$ cat src/hw/rtl/cfr_pkg.sv
// cfr_pkg: shared types and constants of the cobs frame receiver
package cfr_pkg;

  localparam int CNT_W         = 11;
  localparam int MAX_DECODED   = 1024;
  localparam int MAX_CODED_LEN = 1030;
  localparam logic [15:0] RESYNC_TICKS_RST = 16'd2;

  typedef enum logic [2:0] {
    MODE_ASSEMBLE = 3'b001,
    MODE_SYNC     = 3'b010,
    MODE_RESYNC   = 3'b100
  } mode_t;

  typedef enum logic [2:0] {
    KIND_BYTE    = 3'd0,
    KIND_ACCEPT  = 3'd1,
    KIND_DISCARD = 3'd2,
    KIND_LINE    = 3'd3,
    KIND_LONG    = 3'd4
  } kind_t;

  typedef enum logic {
    ACT_BYTE = 1'b0,
    ACT_TICK = 1'b1
  } action_t;

  typedef struct packed {
    logic       action;
    logic [7:0] rx_byte;
    logic       framing_error;
    logic       parity_error;
    logic       break_seen;
  } in_item_t;

  typedef struct packed {
    kind_t             kind;
    logic [7:0]        out_byte;
    logic [CNT_W-1:0]  frame_length;
    logic [31:0]       frames_accepted;
    logic [31:0]       error_count;
    logic [31:0]       too_long_count;
  } out_item_t;

endpackage

$ cat src/hw/rtl/cfr_if.sv
// cfr_if: valid/ready channels for received words and result words
interface cfr_rx_if;
  logic       valid;
  logic       ready;
  logic       action;
  logic [7:0] rx_byte;
  logic       framing_error;
  logic       parity_error;
  logic       break_seen;

  modport source (output valid, action, rx_byte, framing_error, parity_error, break_seen,
                  input ready);
  modport sink (input valid, action, rx_byte, framing_error, parity_error, break_seen,
                output ready);
endinterface

interface cfr_res_if;
  logic        valid;
  logic        ready;
  logic [2:0]  kind;
  logic [7:0]  out_byte;
  logic [10:0] frame_length;
  logic [31:0] frames_accepted;
  logic [31:0] error_count;
  logic [31:0] too_long_count;

  modport source (output valid, kind, out_byte, frame_length, frames_accepted,
                  error_count, too_long_count, input ready);
  modport sink (input valid, kind, out_byte, frame_length, frames_accepted,
                error_count, too_long_count, output ready);
endinterface

$ cat src/hw/rtl/cfr_in_stage.sv
// cfr_in_stage: input register holding one received word
module cfr_in_stage (
  input  logic               clk,
  input  logic               rst,
  input  logic               in_valid,
  output logic               in_ready,
  input  cfr_pkg::in_item_t  in_item,
  input  logic               take,
  output logic               item_valid,
  output cfr_pkg::in_item_t  item
);

  assign in_ready = !item_valid || take;

  always_ff @(posedge clk) begin
    if (rst) begin
      item_valid <= 1'b0;
    end else if (in_valid && in_ready) begin
      item_valid <= 1'b1;
    end else if (take) begin
      item_valid <= 1'b0;
    end
  end

  always_ff @(posedge clk) begin
    if (in_valid && in_ready) begin
      item <= in_item;
    end
  end

endmodule

$ cat src/hw/rtl/cfr_decode.sv
// cfr_decode: frame state, cobs decode step, resync control and counters
module cfr_decode (
  input  logic               clk,
  input  logic               rst,
  input  logic               cfg_we,
  input  logic [15:0]        cfg_wdata,
  input  logic               item_valid,
  input  cfr_pkg::in_item_t  item,
  input  logic               space,
  output logic               take,
  output logic               res_valid,
  output cfr_pkg::out_item_t res
);

  cfr_pkg::mode_t mode, mode_next;
  logic [15:0] resync_ticks;
  logic [15:0] resync_timer, resync_timer_next;
  logic [cfr_pkg::CNT_W-1:0] encoded_count, encoded_count_next;
  logic [cfr_pkg::CNT_W-1:0] decoded_count, decoded_count_next;
  logic [7:0]  group_remaining, group_remaining_next;
  logic        zero_owed, zero_owed_next;
  logic        frame_bad, frame_bad_next;
  logic [31:0] accepted_counter, accepted_counter_next;
  logic [31:0] error_counter, error_counter_next;
  logic [31:0] oversize_counter, oversize_counter_next;

  logic        line_err;
  logic [15:0] timer_inc;
  logic        pd_req;
  logic [7:0]  pd_byte;

  assign take      = item_valid && space;
  assign line_err  = item.framing_error || item.parity_error || item.break_seen;
  // timer saturates at all ones
  assign timer_inc = (resync_timer == 16'hFFFF) ? resync_timer : resync_timer + 16'd1;

  always_comb begin
    mode_next             = mode;
    resync_timer_next     = resync_timer;
    encoded_count_next    = encoded_count;
    decoded_count_next    = decoded_count;
    group_remaining_next  = group_remaining;
    zero_owed_next        = zero_owed;
    frame_bad_next        = frame_bad;
    accepted_counter_next = accepted_counter;
    error_counter_next    = error_counter;
    oversize_counter_next = oversize_counter;
    res_valid             = 1'b0;
    res.kind              = cfr_pkg::KIND_BYTE;
    res.out_byte          = 8'd0;
    res.frame_length      = decoded_count;
    pd_req                = 1'b0;
    pd_byte               = 8'd0;

    if (item.action == cfr_pkg::ACT_TICK) begin
      if (mode == cfr_pkg::MODE_RESYNC) begin
        resync_timer_next = timer_inc;
        if (timer_inc >= resync_ticks) begin
          mode_next = cfr_pkg::MODE_SYNC;
        end
      end
    end else begin
      case (mode)
        cfr_pkg::MODE_SYNC: begin
          encoded_count_next   = '0;
          decoded_count_next   = '0;
          group_remaining_next = 8'd0;
          zero_owed_next       = 1'b0;
          frame_bad_next       = 1'b0;
          if (item.rx_byte == 8'd0) begin
            mode_next = cfr_pkg::MODE_ASSEMBLE;
          end
        end
        cfr_pkg::MODE_ASSEMBLE: begin
          if (line_err || item.rx_byte == 8'd0 ||
              encoded_count >= cfr_pkg::CNT_W'(cfr_pkg::MAX_CODED_LEN)) begin
            // frame ends one way or another
            encoded_count_next   = '0;
            decoded_count_next   = '0;
            group_remaining_next = 8'd0;
            zero_owed_next       = 1'b0;
            frame_bad_next       = 1'b0;
            res_valid            = 1'b1;
            if (line_err) begin
              error_counter_next = error_counter + 32'd1;
              res.kind           = cfr_pkg::KIND_LINE;
              mode_next          = cfr_pkg::MODE_RESYNC;
              resync_timer_next  = 16'd0;
            end else if (item.rx_byte == 8'd0) begin
              if (encoded_count == '0) begin
                res_valid = 1'b0;
              end else if (frame_bad || decoded_count == '0) begin
                error_counter_next = error_counter + 32'd1;
                res.kind           = cfr_pkg::KIND_DISCARD;
              end else begin
                accepted_counter_next = accepted_counter + 32'd1;
                res.kind              = cfr_pkg::KIND_ACCEPT;
              end
            end else begin
              oversize_counter_next = oversize_counter + 32'd1;
              res.kind              = cfr_pkg::KIND_LONG;
              mode_next             = cfr_pkg::MODE_RESYNC;
              resync_timer_next     = 16'd0;
            end
          end else begin
            encoded_count_next = encoded_count + cfr_pkg::CNT_W'(1);
            if (group_remaining == 8'd0) begin
              // code byte: settle the zero owed by the previous group
              pd_req               = zero_owed;
              zero_owed_next       = (item.rx_byte != 8'hFF);
              group_remaining_next = item.rx_byte - 8'd1;
            end else begin
              group_remaining_next = group_remaining - 8'd1;
              pd_req               = 1'b1;
              pd_byte              = item.rx_byte;
            end
          end
        end
        default: begin
          // resync wait drops bytes
        end
      endcase
    end

    if (pd_req && !frame_bad) begin
      if (decoded_count >= cfr_pkg::CNT_W'(cfr_pkg::MAX_DECODED)) begin
        frame_bad_next = 1'b1;
      end else begin
        decoded_count_next = decoded_count + cfr_pkg::CNT_W'(1);
        res_valid          = 1'b1;
        res.kind           = cfr_pkg::KIND_BYTE;
        res.out_byte       = pd_byte;
        res.frame_length   = decoded_count + cfr_pkg::CNT_W'(1);
      end
    end

    res.frames_accepted = accepted_counter_next;
    res.error_count     = error_counter_next;
    res.too_long_count  = oversize_counter_next;
  end

  always_ff @(posedge clk) begin
    if (rst) begin
      resync_ticks     <= cfr_pkg::RESYNC_TICKS_RST;
      mode             <= cfr_pkg::MODE_ASSEMBLE;
      resync_timer     <= 16'd0;
      encoded_count    <= '0;
      decoded_count    <= '0;
      group_remaining  <= 8'd0;
      zero_owed        <= 1'b0;
      frame_bad        <= 1'b0;
      accepted_counter <= 32'd0;
      error_counter    <= 32'd0;
      oversize_counter <= 32'd0;
    end else begin
      if (cfg_we) begin
        resync_ticks <= cfg_wdata;
      end
      if (take) begin
        mode             <= mode_next;
        resync_timer     <= resync_timer_next;
        encoded_count    <= encoded_count_next;
        decoded_count    <= decoded_count_next;
        group_remaining  <= group_remaining_next;
        zero_owed        <= zero_owed_next;
        frame_bad        <= frame_bad_next;
        accepted_counter <= accepted_counter_next;
        error_counter    <= error_counter_next;
        oversize_counter <= oversize_counter_next;
      end
    end
  end

endmodule

$ cat src/hw/rtl/cfr_out_fifo.sv
// cfr_out_fifo: two-entry result register with skid entry
module cfr_out_fifo (
  input  logic               clk,
  input  logic               rst,
  input  logic               push,
  input  cfr_pkg::out_item_t push_item,
  output logic               full,
  output logic               out_valid,
  input  logic               out_ready,
  output cfr_pkg::out_item_t head
);

  logic [1:0]         count;
  cfr_pkg::out_item_t tail;
  logic               pop;

  assign full      = (count == 2'd2);
  assign out_valid = (count != 2'd0);
  assign pop       = out_valid && out_ready;

  always_ff @(posedge clk) begin
    if (rst) begin
      count <= 2'd0;
    end else if (push && !pop) begin
      count <= count + 2'd1;
    end else if (pop && !push) begin
      count <= count - 2'd1;
    end
  end

  always_ff @(posedge clk) begin
    if (push && pop) begin
      if (count == 2'd1) begin
        head <= push_item;
      end else begin
        head <= tail;
        tail <= push_item;
      end
    end else if (push) begin
      if (count == 2'd0) begin
        head <= push_item;
      end else begin
        tail <= push_item;
      end
    end else if (pop) begin
      head <= tail;
    end
  end

endmodule

$ cat src/hw/rtl/cobs_frame_receiver.sv
// cobs_frame_receiver: top level of the streaming cobs frame receiver
//
// rx carries one word per item: a uart byte with its framing, parity and
// break flags (action 0) or a time tick (action 1). res carries at most one
// result word per item: a decoded byte, a frame end (accepted or discarded)
// or a fault (line error or too long). cfg_we/cfg_wdata write resync_ticks.
// Throughput is one item per cycle while the result queue has space: the
// decode step and all frame state updates run combinationally between the
// input register and the result queue. An accepted rx word passes through
// the input register and the result queue before its result shows on res.
// A two-entry result queue catches the word pushed while the sink stalls;
// with both entries taken the input register holds its word and rx.ready
// drops until res drains.
// Reset clears the frame state and all three counters, returns to frame
// assembly and sets resync_ticks to 2; both channels come up empty.
module cobs_frame_receiver (
  input  logic      clk,
  input  logic      rst,
  input  logic      cfg_we,
  input  logic [15:0] cfg_wdata,
  cfr_rx_if.sink    rx,
  cfr_res_if.source res
);

  cfr_pkg::in_item_t  in_item;
  cfr_pkg::in_item_t  item;
  cfr_pkg::out_item_t res_item;
  cfr_pkg::out_item_t head;
  logic item_valid;
  logic take;
  logic res_valid;
  logic full;
  logic push;

  assign in_item.action        = rx.action;
  assign in_item.rx_byte       = rx.rx_byte;
  assign in_item.framing_error = rx.framing_error;
  assign in_item.parity_error  = rx.parity_error;
  assign in_item.break_seen    = rx.break_seen;

  cfr_in_stage u_in (
    .clk        (clk),
    .rst        (rst),
    .in_valid   (rx.valid),
    .in_ready   (rx.ready),
    .in_item    (in_item),
    .take       (take),
    .item_valid (item_valid),
    .item       (item)
  );

  cfr_decode u_dec (
    .clk        (clk),
    .rst        (rst),
    .cfg_we     (cfg_we),
    .cfg_wdata  (cfg_wdata),
    .item_valid (item_valid),
    .item       (item),
    .space      (!full),
    .take       (take),
    .res_valid  (res_valid),
    .res        (res_item)
  );

  assign push = take && res_valid;

  cfr_out_fifo u_out (
    .clk       (clk),
    .rst       (rst),
    .push      (push),
    .push_item (res_item),
    .full      (full),
    .out_valid (res.valid),
    .out_ready (res.ready),
    .head      (head)
  );

  assign res.kind            = head.kind;
  assign res.out_byte        = head.out_byte;
  assign res.frame_length    = head.frame_length;
  assign res.frames_accepted = head.frames_accepted;
  assign res.error_count     = head.error_count;
  assign res.too_long_count  = head.too_long_count;

`ifndef SYNTH
  a_no_push_when_full: assert property (@(posedge clk) disable iff (rst)
    push |-> !full)
    else $error("result pushed into a full queue");

  a_byte_has_length: assert property (@(posedge clk) disable iff (rst)
    push && res_item.kind == cfr_pkg::KIND_BYTE |-> res_item.frame_length != '0)
    else $error("decoded word with zero frame length");

  a_empty_after_reset: assert property (@(posedge clk)
    rst |=> !res.valid && !item_valid)
    else $error("pipeline not empty after reset");
`endif

endmodule

$ cat src/flat_wrapper.sv
// flat-port wrapper written by rule: the top's interface ports become plain ports
module cobs_frame_receiver_flat 
  (clk, rst, cfg_we, cfg_wdata, rx_valid, rx_action, rx_rx_byte, rx_framing_error, rx_parity_error, rx_break_seen, rx_ready, res_valid, res_kind, res_out_byte, res_frame_length, res_frames_accepted, res_error_count, res_too_long_count, res_ready);
  cfr_rx_if rx_i ();
  cfr_res_if res_i ();
  input  logic clk;
  input  logic rst;
  input  logic cfg_we;
  input  logic [15:0] cfg_wdata;
  input wire logic [$bits(rx_i.valid)-1:0] rx_valid;
  input wire logic [$bits(rx_i.action)-1:0] rx_action;
  input wire logic [$bits(rx_i.rx_byte)-1:0] rx_rx_byte;
  input wire logic [$bits(rx_i.framing_error)-1:0] rx_framing_error;
  input wire logic [$bits(rx_i.parity_error)-1:0] rx_parity_error;
  input wire logic [$bits(rx_i.break_seen)-1:0] rx_break_seen;
  output wire logic [$bits(rx_i.ready)-1:0] rx_ready;
  output wire logic [$bits(res_i.valid)-1:0] res_valid;
  output wire logic [$bits(res_i.kind)-1:0] res_kind;
  output wire logic [$bits(res_i.out_byte)-1:0] res_out_byte;
  output wire logic [$bits(res_i.frame_length)-1:0] res_frame_length;
  output wire logic [$bits(res_i.frames_accepted)-1:0] res_frames_accepted;
  output wire logic [$bits(res_i.error_count)-1:0] res_error_count;
  output wire logic [$bits(res_i.too_long_count)-1:0] res_too_long_count;
  input wire logic [$bits(res_i.ready)-1:0] res_ready;
  assign rx_i.valid = rx_valid;
  assign rx_i.action = rx_action;
  assign rx_i.rx_byte = rx_rx_byte;
  assign rx_i.framing_error = rx_framing_error;
  assign rx_i.parity_error = rx_parity_error;
  assign rx_i.break_seen = rx_break_seen;
  assign rx_ready = rx_i.ready;
  assign res_valid = res_i.valid;
  assign res_kind = res_i.kind;
  assign res_out_byte = res_i.out_byte;
  assign res_frame_length = res_i.frame_length;
  assign res_frames_accepted = res_i.frames_accepted;
  assign res_error_count = res_i.error_count;
  assign res_too_long_count = res_i.too_long_count;
  assign res_i.ready = res_ready;
  cobs_frame_receiver u_core (.clk(clk), .rst(rst), .cfg_we(cfg_we), .cfg_wdata(cfg_wdata), .rx(rx_i), .res(res_i));
endmodule
$ cat config.mk
export PLATFORM = sky130hd
export DESIGN_NAME = cobs_frame_receiver_flat
export DESIGN_NICKNAME = d
export VERILOG_FILES = /design/src/hw/rtl/cfr_pkg.sv /design/src/hw/rtl/cfr_if.sv /design/src/hw/rtl/cfr_in_stage.sv /design/src/hw/rtl/cfr_decode.sv /design/src/hw/rtl/cfr_out_fifo.sv /design/src/hw/rtl/cobs_frame_receiver.sv /design/src/flat_wrapper.sv
export SDC_FILE = /design/constraint.sdc
export NUM_CORES = 1
export LEC_CHECK = 0
export BUFFER_PORTS_ARGS = -buffer_cell sky130_fd_sc_hd__buf_2
export CAP_MARGIN = 15
export CORE_AREA = 2 2 190 192
export CTS_BUF_LIST = sky130_fd_sc_hd__clkbuf_8
export CTS_CLUSTER_DIAMETER = 40
export CTS_CLUSTER_SIZE = 16
export DETAILED_ROUTE_END_ITERATION = 10
export DIE_AREA = 0 0 192 194
export HOLD_SLACK_MARGIN = 0.12
export PLACE_DENSITY = 0.71
export SETUP_SLACK_MARGIN = 0.3
export SYNTH_ARGS = -nofsm -noshare
export SYNTH_HDL_FRONTEND = slang
export SYNTH_SLANG_ARGS = --single-unit
$ cat constraint.sdc
create_clock -name clk -period 9.5 [get_ports clk]
set_input_delay 1.425 -clock clk [delete_from_list [all_inputs] [get_ports clk]]
set_output_delay 1.425 -clock clk [all_outputs]
set_load 0.02 [all_outputs]
==> flow_summary.yaml, run 1 <==
routing:
  vias: 13600
  ant_nets: 0
  drt-initial-drc-count: 890
  firstDrtPassIters: 5
  drc: 0
  avgViaCountPerCell: 5.57
  totalWireLength_mm: 40.7
  avgRoutedWirePerCell_um: 16.7
critical_path:
  max_stage_delay_ns: 0.74
  worstSetupStartpoint: "u_core.u_in.item[8]"
  cp_cell_sequence: "or4_1 > nor4_1 > a221oi_1 > o21ai_1 > buf_4 > inv_1 > ha_1 > o21ai_4 > buf_12 > buf_4 > mux2_2"
  crit_arrival_ns: 5.54
  required_ns: 9.86
  crit_end: "u_core.u_out.head[29]"
  cp-start-kind: "register"
  reg2reg_from: "u_core.u_in.item[8]"
  cp_max_fo: 79
  r2r_cells: 11
  cpMaxStageDelayCell: "or4_1"
  r2r_end: "u_core.u_out.head[29]"
  crit_type: "register to register"
  rrSetupSlack_ns: 4.32
  path_common_cell: "buf_4"
  endpoint_kind: "register"
clock_tree:
  clk_pin_slew_ns: 0.09
  cts_tree: "yes"
  cts_sinks: 414
  cts.htree.levels: 2
  cts.repair.resized: 0
  clk_latency_ns: 0.62
  numCtsBuffers: 49
  postCtsHoldBufs: 0
  cts_buffer_depth: 3
  clockRootBuffer: "clkbuf_8"
  cts_setup_buffers: 0
global_route:
  grt_pass1_wl_mm: 66.1
  grt_pass1_vias: 13200
  grt_usage: 0.218
  grt_max_degree: 81
  antenna_found_initial: 0
  overflow: 0
timing:
  max-slew-margin-rel: 0.232
  finClkSkew_ns: 0.0438
  rsz0062_at_grt: "false"
  hold_violations: 0
  setup_violations: 0
  fmax_ghz: 0.193
  fin_crit_ns: 5.18
  tns_ns: 0
  maxSlewViolCount: 0
  worst_pin_slew_ns: 1.14
  period_share: 0.546
layout:
  layout-drive-gt1-share: 0.178
  multi_input_area_sq_mm: 0.00795
  num-fill-cells: 2916
  final_cell_mix: "301 x nor2_1, 248 x edfxtp_1, 166 x dfxtp_1"
  nNetsFinal: 2005
  area_growth_pct: 12.1
  seq_area_sq_mm: 0.0108
  antennaDiodeCount: 0
  mostFrequentLayoutCell: "nor2_1"
  layoutNonFillerInstCount: 2444
synth:
  yosys_most_used_dff: "edfxtp_1"
  synth_edf_count: 248
  seq_area_frac_synth: 0.560
  synth-async-reset-ratio: 0
  yosys_warnings: 0
  synthCells: 1810
  syn_area_per_cell_sq_um: 10.6
  synth.net_count: 1873
  synthDistinctLibCells: 66
  syn-cell-area_sq_mm: 0.0192
  synth_seq_cells: 414
pwr:
  clkPwrFrac: 0.318
  p_int_uw: 3050
  ir_drop_uv: 131
  powerDensity_mw_per_mm2: 204
  seqPwrFrac: 0.510
  pwr-share-comb: 0.172
  p_sw_uw: 1330
  switching_share: 0.304
  leakage_uw: 0.00791
placement:
  placed_cells: 2351
  dpl.hpwl_mm: 27.0
  io_buffers: 152
  gp_congestion: 0.882
floorplanning:
  coreArea_sq_mm: 0.0352
  row_count: 69
  die_w_um: 192
  ioPinCount: 153
  start_util: 0.546
  die_area_sq_mm: 0.0372
  die_h_um: 194
hold_path:
  hp-class: "register to register"
job:
  cap_violations: 0
status:
  outcome: "completed"
-- cell families after synthesis --
family | synth area share
AND/OR/NAND/NOR | 0.185
AO/OA/AOI/OAI | 0.0624
buffers and inverters | 0.0277
multiplexers | 0.0577
adder cells (fa/ha/maj) | 0.0195
XOR/XNOR | 0.0875
flip-flops | 0.560
-- synth_stat cells, types with 3 or more instances --
cell | count | area (sq um)
nand2_1 | 133 | 499
o31a_1 | 3 | 26.3
or2_2 | 5 | 31.3
a21oi_1 | 58 | 290
a22o_1 | 10 | 87.6
nor3_1 | 29 | 145
nor2_1 | 302 | 1130
xnor2_1 | 104 | 911
mux2i_1 | 31 | 310
inv_1 | 43 | 161
a211oi_1 | 5 | 37.5
nand3b_1 | 3 | 22.5
nand3_1 | 93 | 465
a21o_1 | 6 | 45.0
mux2_2 | 70 | 788
nor4_2 | 3 | 37.5
o21ai_0 | 44 | 220
or4_1 | 4 | 30.0
o21a_1 | 7 | 52.6
o21ai_1 | 3 | 15.0
xor2_1 | 88 | 771
buf_1 | 4 | 15.0
edfxtp_1 | 248 | 7450
nor2b_1 | 4 | 25.0
a22oi_1 | 11 | 82.6
clkbuf_1 | 72 | 270
buf_2 | 14 | 70.1
nor4_1 | 18 | 113
and3_1 | 30 | 188
nand4_1 | 47 | 294
nand2b_1 | 8 | 50.1
dfxtp_1 | 166 | 3320
or3_1 | 33 | 206
and4_1 | 9 | 78.8
o211ai_1 | 3 | 22.5
ha_1 | 30 | 375
and2_1 | 13 | 81.3
a31oi_1 | 16 | 100
-- worst max-delay path: cells and delay by family (launching register included) --
family	cells	cell delay [ns]
compound gates	3	0.74
buf+inv	4	1.28
mux	1	0.43
simple gates	2	1.37
fa+ha+maj	1	0.44
flops	1	0.53
-- power by group through the flow --
stage	clock (uW)	sequential, uW	combinational [uW]
after floorplan	0	2490	322
after global placement	0	2280	751
after detailed placement	0	2280	764
after CTS	1430	2240	767
after global routing	1500	2260	822
final	1390	2240	755
-- stage by stage --
stage	instance area, sq um	hold WS (ns)	utilization	power (uW)	setup slack (ns)
after floorplan	19200	0.432	-	2810	0.982
after global placement	20400	0.448	0.578	3030	4.03
after detailed placement	20400	0.457	0.578	3050	3.88
after CTS	21500	0.467	0.611	4440	3.87
after global routing	21500	0.503	0.611	4580	3.97
final	21500	0.467	0.611	4390	4.32
-- sequential cells by signal, indices dropped and copies added (netlist names), 12 cells and up --
signal	flops
u_core.u_dec.accepted_counter	32
u_core.u_dec.error_counter	32
u_core.u_dec.oversize_counter	32
u_core.u_dec.resync_ticks	16
u_core.u_dec.resync_timer	16
u_core.u_in.item	12
u_core.u_out.head	118
u_core.u_out.tail	118
-- how the worst min path moves through the flow --
stage,slack (ns),cells past startpoint,end,start
2_1_floorplan,0.43,2,u_core.u_dec.zero_owed,u_core.u_dec.zero_owed
3_3_place_gp,0.45,2,u_core.u_dec.zero_owed,u_core.u_dec.zero_owed
3_5_place_dp,0.46,2,u_core.u_dec.zero_owed,u_core.u_dec.zero_owed
4_1_cts,0.47,2,u_core.u_dec.zero_owed,u_core.u_dec.zero_owed
5_1_grt,0.50,2,u_core.u_dec.zero_owed,u_core.u_dec.zero_owed
6_report,0.47,2,u_core.u_dec.zero_owed,u_core.u_dec.zero_owed
-- layout make-up --
cell class	instances	share of cell area
clock buffers	52	0.0332
clock inverters	40	0.0198
inverters	44	0.00767
multi-input cells	1261	0.369
flip-flops and latches	414	0.500
well taps	461	0.0268
repair buffers	172	0.0430
-- layer usage --
metal | GRT usage | vias up | part of all wire
met4 | 0.0670 | 0 | 0.022
met5 | 0 | - | 0
met1 | 0.297 | 6514 | 0.46
met3 | 0.0362 | 79 | 0.054
li1 | - | 6680 | -
met2 | 0.356 | 335 | 0.47
Note: power is estimated with default switching activity, not from simulation.
==> run 2: changes to the inputs <==
Settings changed: PLACE_DENSITY 0.71 to 0.74.
Clock period 9.5 ns to 4.7 ns, I/O delays scaled along.
==> run 2 against run 1 <==
Compared with the run above:
- critical path depth down 2
- sequential power up 100%
- clock skew down 0.0062 ns
- core utilization up 0.79 points
- cell count up 0.25%
- largest cell class unchanged
- register-to-register slack worse by 3.7 ns
- sequential cell count unchanged
- first-iteration DRC count up 37%
==> flow_summary.yaml, run 2 (synthesized netlist as in run 1, its figures left out) <==
status:
  outcome: "completed"
routing:
  drc: 0
  vias: 13700
  avgRoutedWirePerCell_um: 16.4
  totalWireLength_mm: 40.3
  ant_nets: 0
  drt-initial-drc-count: 1220
  avgViaCountPerCell: 5.58
  firstDrtPassIters: 5
layout:
  mostFrequentLayoutCell: "nor2_1"
  final_cell_mix: "301 x nor2_1, 248 x edfxtp_1, 166 x dfxtp_1"
  num-fill-cells: 2877
  layoutNonFillerInstCount: 2450
  reg_top3: "u_core.u_out.head x118, u_core.u_out.tail x118"
  area_growth_pct: 13.5
  antennaDiodeCount: 0
  nNetsFinal: 2010
  layout-drive-gt1-share: 0.185
  stdcell_area_sq_mm: 0.0218
global_route:
  grt_usage: 0.217
  grt_pass1_vias: 13100
  grt_pass1_wl_mm: 65.7
  antenna_found_initial: 0
  overflow: 0
  grt_max_degree: 97
critical_path:
  r2r_end: "u_core.u_out.head[36]"
  r2r_cells: 9
  crit_type: "register to register"
  cp-start-kind: "register"
  cp_max_fo: 48
  cp_cell_sequence: "or4_1 > nor3_4 > nor4_2 > o21ai_2 > inv_4 > ha_4 > o21ai_4 > buf_12 > mux2_2"
  crit_arrival_ns: 4.43
  required_ns: 5.05
  cpMaxStageDelayCell: "o21ai_4"
  reg2reg_from: "u_core.u_in.item[7]"
  max_stage_delay_ns: 0.83
  endpoint_kind: "register"
  rrSetupSlack_ns: 0.61
placement:
  gp_congestion: 0.915
  dpl.hpwl_mm: 26.8
  placed_cells: 2356
  io_buffers: 152
  dpl_cell_area_sq_mm: 0.0205
timing:
  period_share: 0.869
  hold_violations: 0
  fmax_ghz: 0.245
  max-slew-margin-rel: 0.203
  tns_ns: 0
  finClkSkew_ns: 0.0376
  setup_violations: 0
  maxSlewViolCount: 0
  worst_pin_slew_ns: 1.18
  rsz0062_at_grt: "false"
  fin_crit_ns: 4.09
pwr:
  switching_share: 0.293
  pwr-share-comb: 0.170
  seqPwrFrac: 0.490
  powerDensity_mw_per_mm2: 423
  p_sw_uw: 2700
  p_int_uw: 6530
  leakage_uw: 0.00801
  clkPwrFrac: 0.340
  ir_drop_uv: 329
job:
  cap_violations: 0
floorplanning:
  die_w_um: 192
  die_h_um: 194
  die_area_sq_mm: 0.0372
  row_count: 69
  ioPinCount: 153
  start_util: 0.546
  coreArea_sq_mm: 0.0352
clock_tree:
  cts_sinks: 414
  cts_tree: "yes"
  clk_latency_ns: 0.62
  numCtsBuffers: 50
  cts.htree.levels: 2
  cts_buffer_depth: 3
  clockRootBuffer: "clkbuf_8"
  cts.repair.resized: 0
  postCtsHoldBufs: 0
  cts_setup_buffers: 0
  clk_pin_slew_ns: 0.09
hold_path:
  hp-class: "input pin to register"
  hold_end: "u_core.u_in.item[1]"
  hold_path_depth: 1
  hp-start: "rx_parity_error"
==> run 2: layout make-up <==
cell class / count / area, sq um / area share
clock buffers: 60 / 826 / 0.0379
clock inverters: 34 / 469 / 0.0215
multi-input cells: 1261 / 8010 / 0.367
well taps: 461 / 577 / 0.0264
repair buffers: 176 / 993 / 0.0455
inverters: 44 / 168 / 0.00769
flip-flops and latches: 414 / 10800 / 0.494
==> run 2: critical path: cells and delay by family (launching register included) <==
family / cells / cell delay [ns]
buffers and inverters: 2 / 0.38
AND/OR/NAND/NOR: 3 / 1.27
AO/OA/AOI/OAI: 2 / 1.05
adder cells (fa/ha/maj): 1 / 0.23
multiplexers: 1 / 0.38
flip-flops: 1 / 0.47
==> run 2: power by group through the flow <==
stage | registers [uW] | clock network, uW | logic, uW
3_5_place_dp | 4610 | 0 | 1580
6_report | 4530 | 3140 | 1570
4_1_cts | 4530 | 3200 | 1590
2_1_floorplan | 4950 | 0 | 682
5_1_grt | 4570 | 3360 | 1700
3_3_place_gp | 4610 | 0 | 1550
==> run 2: worst max-delay path by stage <==
stage / end / start / slack (ns) / cells after the start
after floorplan: u_core.u_out.tail[0] / u_core.u_in.item[7] / -0.006 / 12
after global placement: u_core.u_out.head[22] / u_core.u_in.item[7] / 0.75 / 9
after detailed placement: u_core.u_out.head[25] / u_core.u_in.item[7] / 0.64 / 9
after CTS: u_core.u_out.head[25] / u_core.u_in.item[7] / 0.61 / 9
after global routing: u_core.u_out.head[43] / u_core.u_in.item[7] / 0.32 / 9
final: u_core.u_out.head[36] / u_core.u_in.item[7] / 0.61 / 9
==> run 2: layer usage <==
metal | global-route usage | part of all wire
met5 | 0 | 0
met4 | 0.0715 | 0.025
met1 | 0.296 | 0.45
met3 | 0.0317 | 0.054
met2 | 0.354 | 0.47
==> run 2: through the flow <==
stage	hold slack, ns	power [uW]	utilization	setup WS [ns]
final	0.259	9230	0.619	0.615
after floorplan	0.432	5630	-	-0.00603
after global routing	0.229	9630	0.619	0.322
after global placement	0.444	6160	0.582	0.753
after CTS	0.224	9330	0.619	0.606
after detailed placement	0.455	6190	0.582	0.644
==> run 3: changes to the inputs <==
Settings changed: CORE_AREA 2 2 190 192 to 2 2 183 203, DIE_AREA 0 0 192 194 to 0 0 185 205, PLACE_DENSITY 0.74 to 0.73, SYNTH_HIERARCHICAL from default to 1.
==> run 3 against run 2 <==
Compared with the run above:
- first-iteration DRC count down 29%
- area after synthesis grew 1.3%
- critical path depth stayed put
- synthesized cell count fell by 4.4%
- largest power group unchanged
- highest routed layer unchanged
==> flow_summary.yaml, run 3 <==
pwr:
  seqPwrFrac: 0.511
  switching_share: 0.309
  leakage_uw: 0.00807
  p_sw_uw: 2790
  clkPwrFrac: 0.297
  ir_drop_uv: 246
  p_int_uw: 6250
  pwr-share-comb: 0.192
  powerDensity_mw_per_mm2: 415
global_route:
  grt_pass1_vias: 13000
  overflow: 0
  grt_max_degree: 119
  grt_usage: 0.212
  grt_pass1_wl_mm: 65.0
  antenna_found_initial: 0
synth:
  synth_edf_count: 248
  yosys_most_used_dff: "edfxtp_1"
  syn_area_per_cell_sq_um: 11.2
  synth_most_common_cell: "edfxtp_1"
  synth-async-reset-ratio: 0
  synth.net_count: 1796
  seq_area_frac_synth: 0.553
  yosys_warnings: 6
  synthDistinctLibCells: 74
  synthCells: 1731
  synthTopCellsByArea: "edfxtp_1 38%, dfxtp_1 17%, mux2_2 6.0%, xnor2_1 5.2%, xor2_1 4.0%"
  synth_seq_cells: 414
  yosysTopAreaCell: "edfxtp_1"
  syn-cell-area_sq_mm: 0.0195
  ys_top_cells_by_count: "248 x edfxtp_1, 195 x nor2_1, 166 x dfxtp_1"
  synth_top_cell_area_share: 0.383
placement:
  gp_congestion: 0.858
  dpl_cell_area_sq_mm: 0.0207
  pre_cts_ws_ns: 0.872
  io_buffers: 152
  dpl.hpwl_mm: 26.8
critical_path:
  crit_arrival_ns: 4.20
  worst-path-buf-inv: 1
  cp_cell_sequence: "or4b_4 > a2111oi_4 > nand3_2 > o21ai_1 > and2_4 > ha_4 > mux2i_4 > buf_12 > mux2_2"
  required_ns: 5.05
  crit_type: "register to register"
  r2r_cells: 9
  endpoint_kind: "register"
  worstSetupStartpoint: "u_core/u_in/item[11]"
  max_stage_delay_ns: 0.66
  cp-start-kind: "register"
  crit_family: "simple AND/OR/NAND/NOR gates"
  r2r_end: "u_core/u_out/head[62]"
  path_depth: 9
  cp_max_fo: 118
  reg2reg_from: "u_core/u_in/item[11]"
  cpMaxStageDelayCell: "or4b_4"
  rrSetupSlack_ns: 0.85
clock_tree:
  postCtsHoldBufs: 0
  cts.htree.levels: 2
  cts_setup_buffers: 0
  clk_pin_slew_ns: 0.09
  numCtsBuffers: 48
  cts_sinks: 414
  cts_buffer_depth: 3
  clockRootBuffer: "clkbuf_8"
  cts.repair.resized: 0
  clk_latency_ns: 0.62
  cts_tree: "yes"
timing:
  fin_crit_ns: 3.85
  setup_violations: 0
  rsz0062_at_grt: "false"
  period_share: 0.819
  layout_setup_ws_ns: 0.850
  worst_pin_slew_ns: 0.882
  max-slew-margin-rel: 0.407
  maxSlewViolCount: 0
  fmax_ghz: 0.260
  finClkSkew_ns: 0.0324
  hold_violations: 0
  tns_ns: 0
routing:
  totalWireLength_mm: 39.9
  ant_nets: 0
  drc: 0
  drt-initial-drc-count: 870
  avgViaCountPerCell: 5.58
  avgRoutedWirePerCell_um: 16.6
  firstDrtPassIters: 5
  vias: 13400
job:
  cap_violations: 0
layout:
  area_growth_pct: 12.0
  mostFrequentLayoutCell: "edfxtp_1"
  num-fill-cells: 2940
  nNetsFinal: 1941
  multi_input_area_sq_mm: 0.00828
  final_cell_mix: "248 x edfxtp_1, 195 x nor2_1, 166 x dfxtp_1"
  seq_area_sq_mm: 0.0108
  layout-drive-gt1-share: 0.212
  stdcell_area_sq_mm: 0.0218
  reg_top3: "u_core/u_out/head x118, u_core/u_out/tail x118"
  antennaDiodeCount: 0
floorplanning:
  row_count: 73
  die_h_um: 205
  die_area_sq_mm: 0.0379
  start_util: 0.544
  coreArea_sq_mm: 0.0358
  ioPinCount: 153
  die_w_um: 185
hold_path:
  hold_end: "u_core/u_in/item[10]"
  hp-start: "rx_rx_byte[7]"
  hold_path_depth: 1
  hp-class: "input pin to register"
status:
  outcome: "completed"
==> run 3: cell types whose count changed after synthesis, moves of 18 or more <==
cell      previous run  this run
nand3_1             93        61
mux2_2              70       103
or3_1               33        14
nor2_1             302       195
clkbuf_1            72        54
nor3_1              29        60
mux2_4               0        20
==> run 3: worst max path at each step <==
stage                                        to  slack (ns)
final                     u_core/u_out/head[62]        0.85
after CTS                 u_core/u_out/head[15]        0.84
after detailed placement  u_core/u_out/head[90]        0.87
after floorplan            u_core/u_out/tail[0]       -0.04
after global routing       u_core/u_dec/mode[2]        0.53
after global placement    u_core/u_out/head[40]        0.97
==> run 3: layer usage <==
metal / vias to the layer above / global-route usage / wire length, um / share of wire
met5: - / 0 / 0 / 0
met4: 0 / 0.0658 / 925 / 0.023
met3: 66 / 0.0354 / 2040 / 0.051
met2: 352 / 0.347 / 18700 / 0.47
met1: 6462 / 0.290 / 18300 / 0.46
li1: 6527 / - / - / -
==> run 3: layout make-up <==
type / count / share of cell area
clock buffer: 49 / 0.0309
clock inverter: 41 / 0.0179
inverter: 38 / 0.00654
multi-input combinational: 1205 / 0.380
sequential: 414 / 0.494
tap: 487 / 0.0279
timing repair buffer: 169 / 0.0432
==> run 3: power by group through the flow <==
stage / Combinational [uW] / Clock, uW / Sequential (uW)
floorplan: 763 / 0 / 5100
global placement: 1710 / 0 / 4700
detailed placement: 1750 / 0 / 4710
CTS: 1760 / 2770 / 4630
global route: 1870 / 2910 / 4670
finish: 1730 / 2690 / 4620
==> run 3: kinds of logic after synthesis <==
logic type	after synthesis	synth area share
AOI/OAI and AO/OA	146	0.0491
xor gates and xnor gates	204	0.0918
adders and majority gates	32	0.0206
buffers and inverters	112	0.0243
DFF	414	0.553
muxes	147	0.0880
and+or+nand+nor	676	0.173
==> run 3: through the flow <==
stage	utilization	total power (uW)	hold slack [ns]	std cells
after global routing	0.609	9440	0.226	2403
after floorplan	-	5870	0.448	1731
final	0.609	9050	0.256	2403
after global placement	0.579	6420	0.458	2313
after CTS	0.609	9160	0.209	2403
after detailed placement	0.579	6460	0.477	2313
==> run 3: worst register-to-register path, cell delays in order (launching register included) <==
cell       delay (ns)
edfxtp_1         0.52
or4b_4           0.66
a2111oi_4        0.38
nand3_2          0.21
o21ai_1          0.14
and2_4           0.21
ha_4             0.18
mux2i_4          0.25
buf_12           0.47
mux2_2           0.58
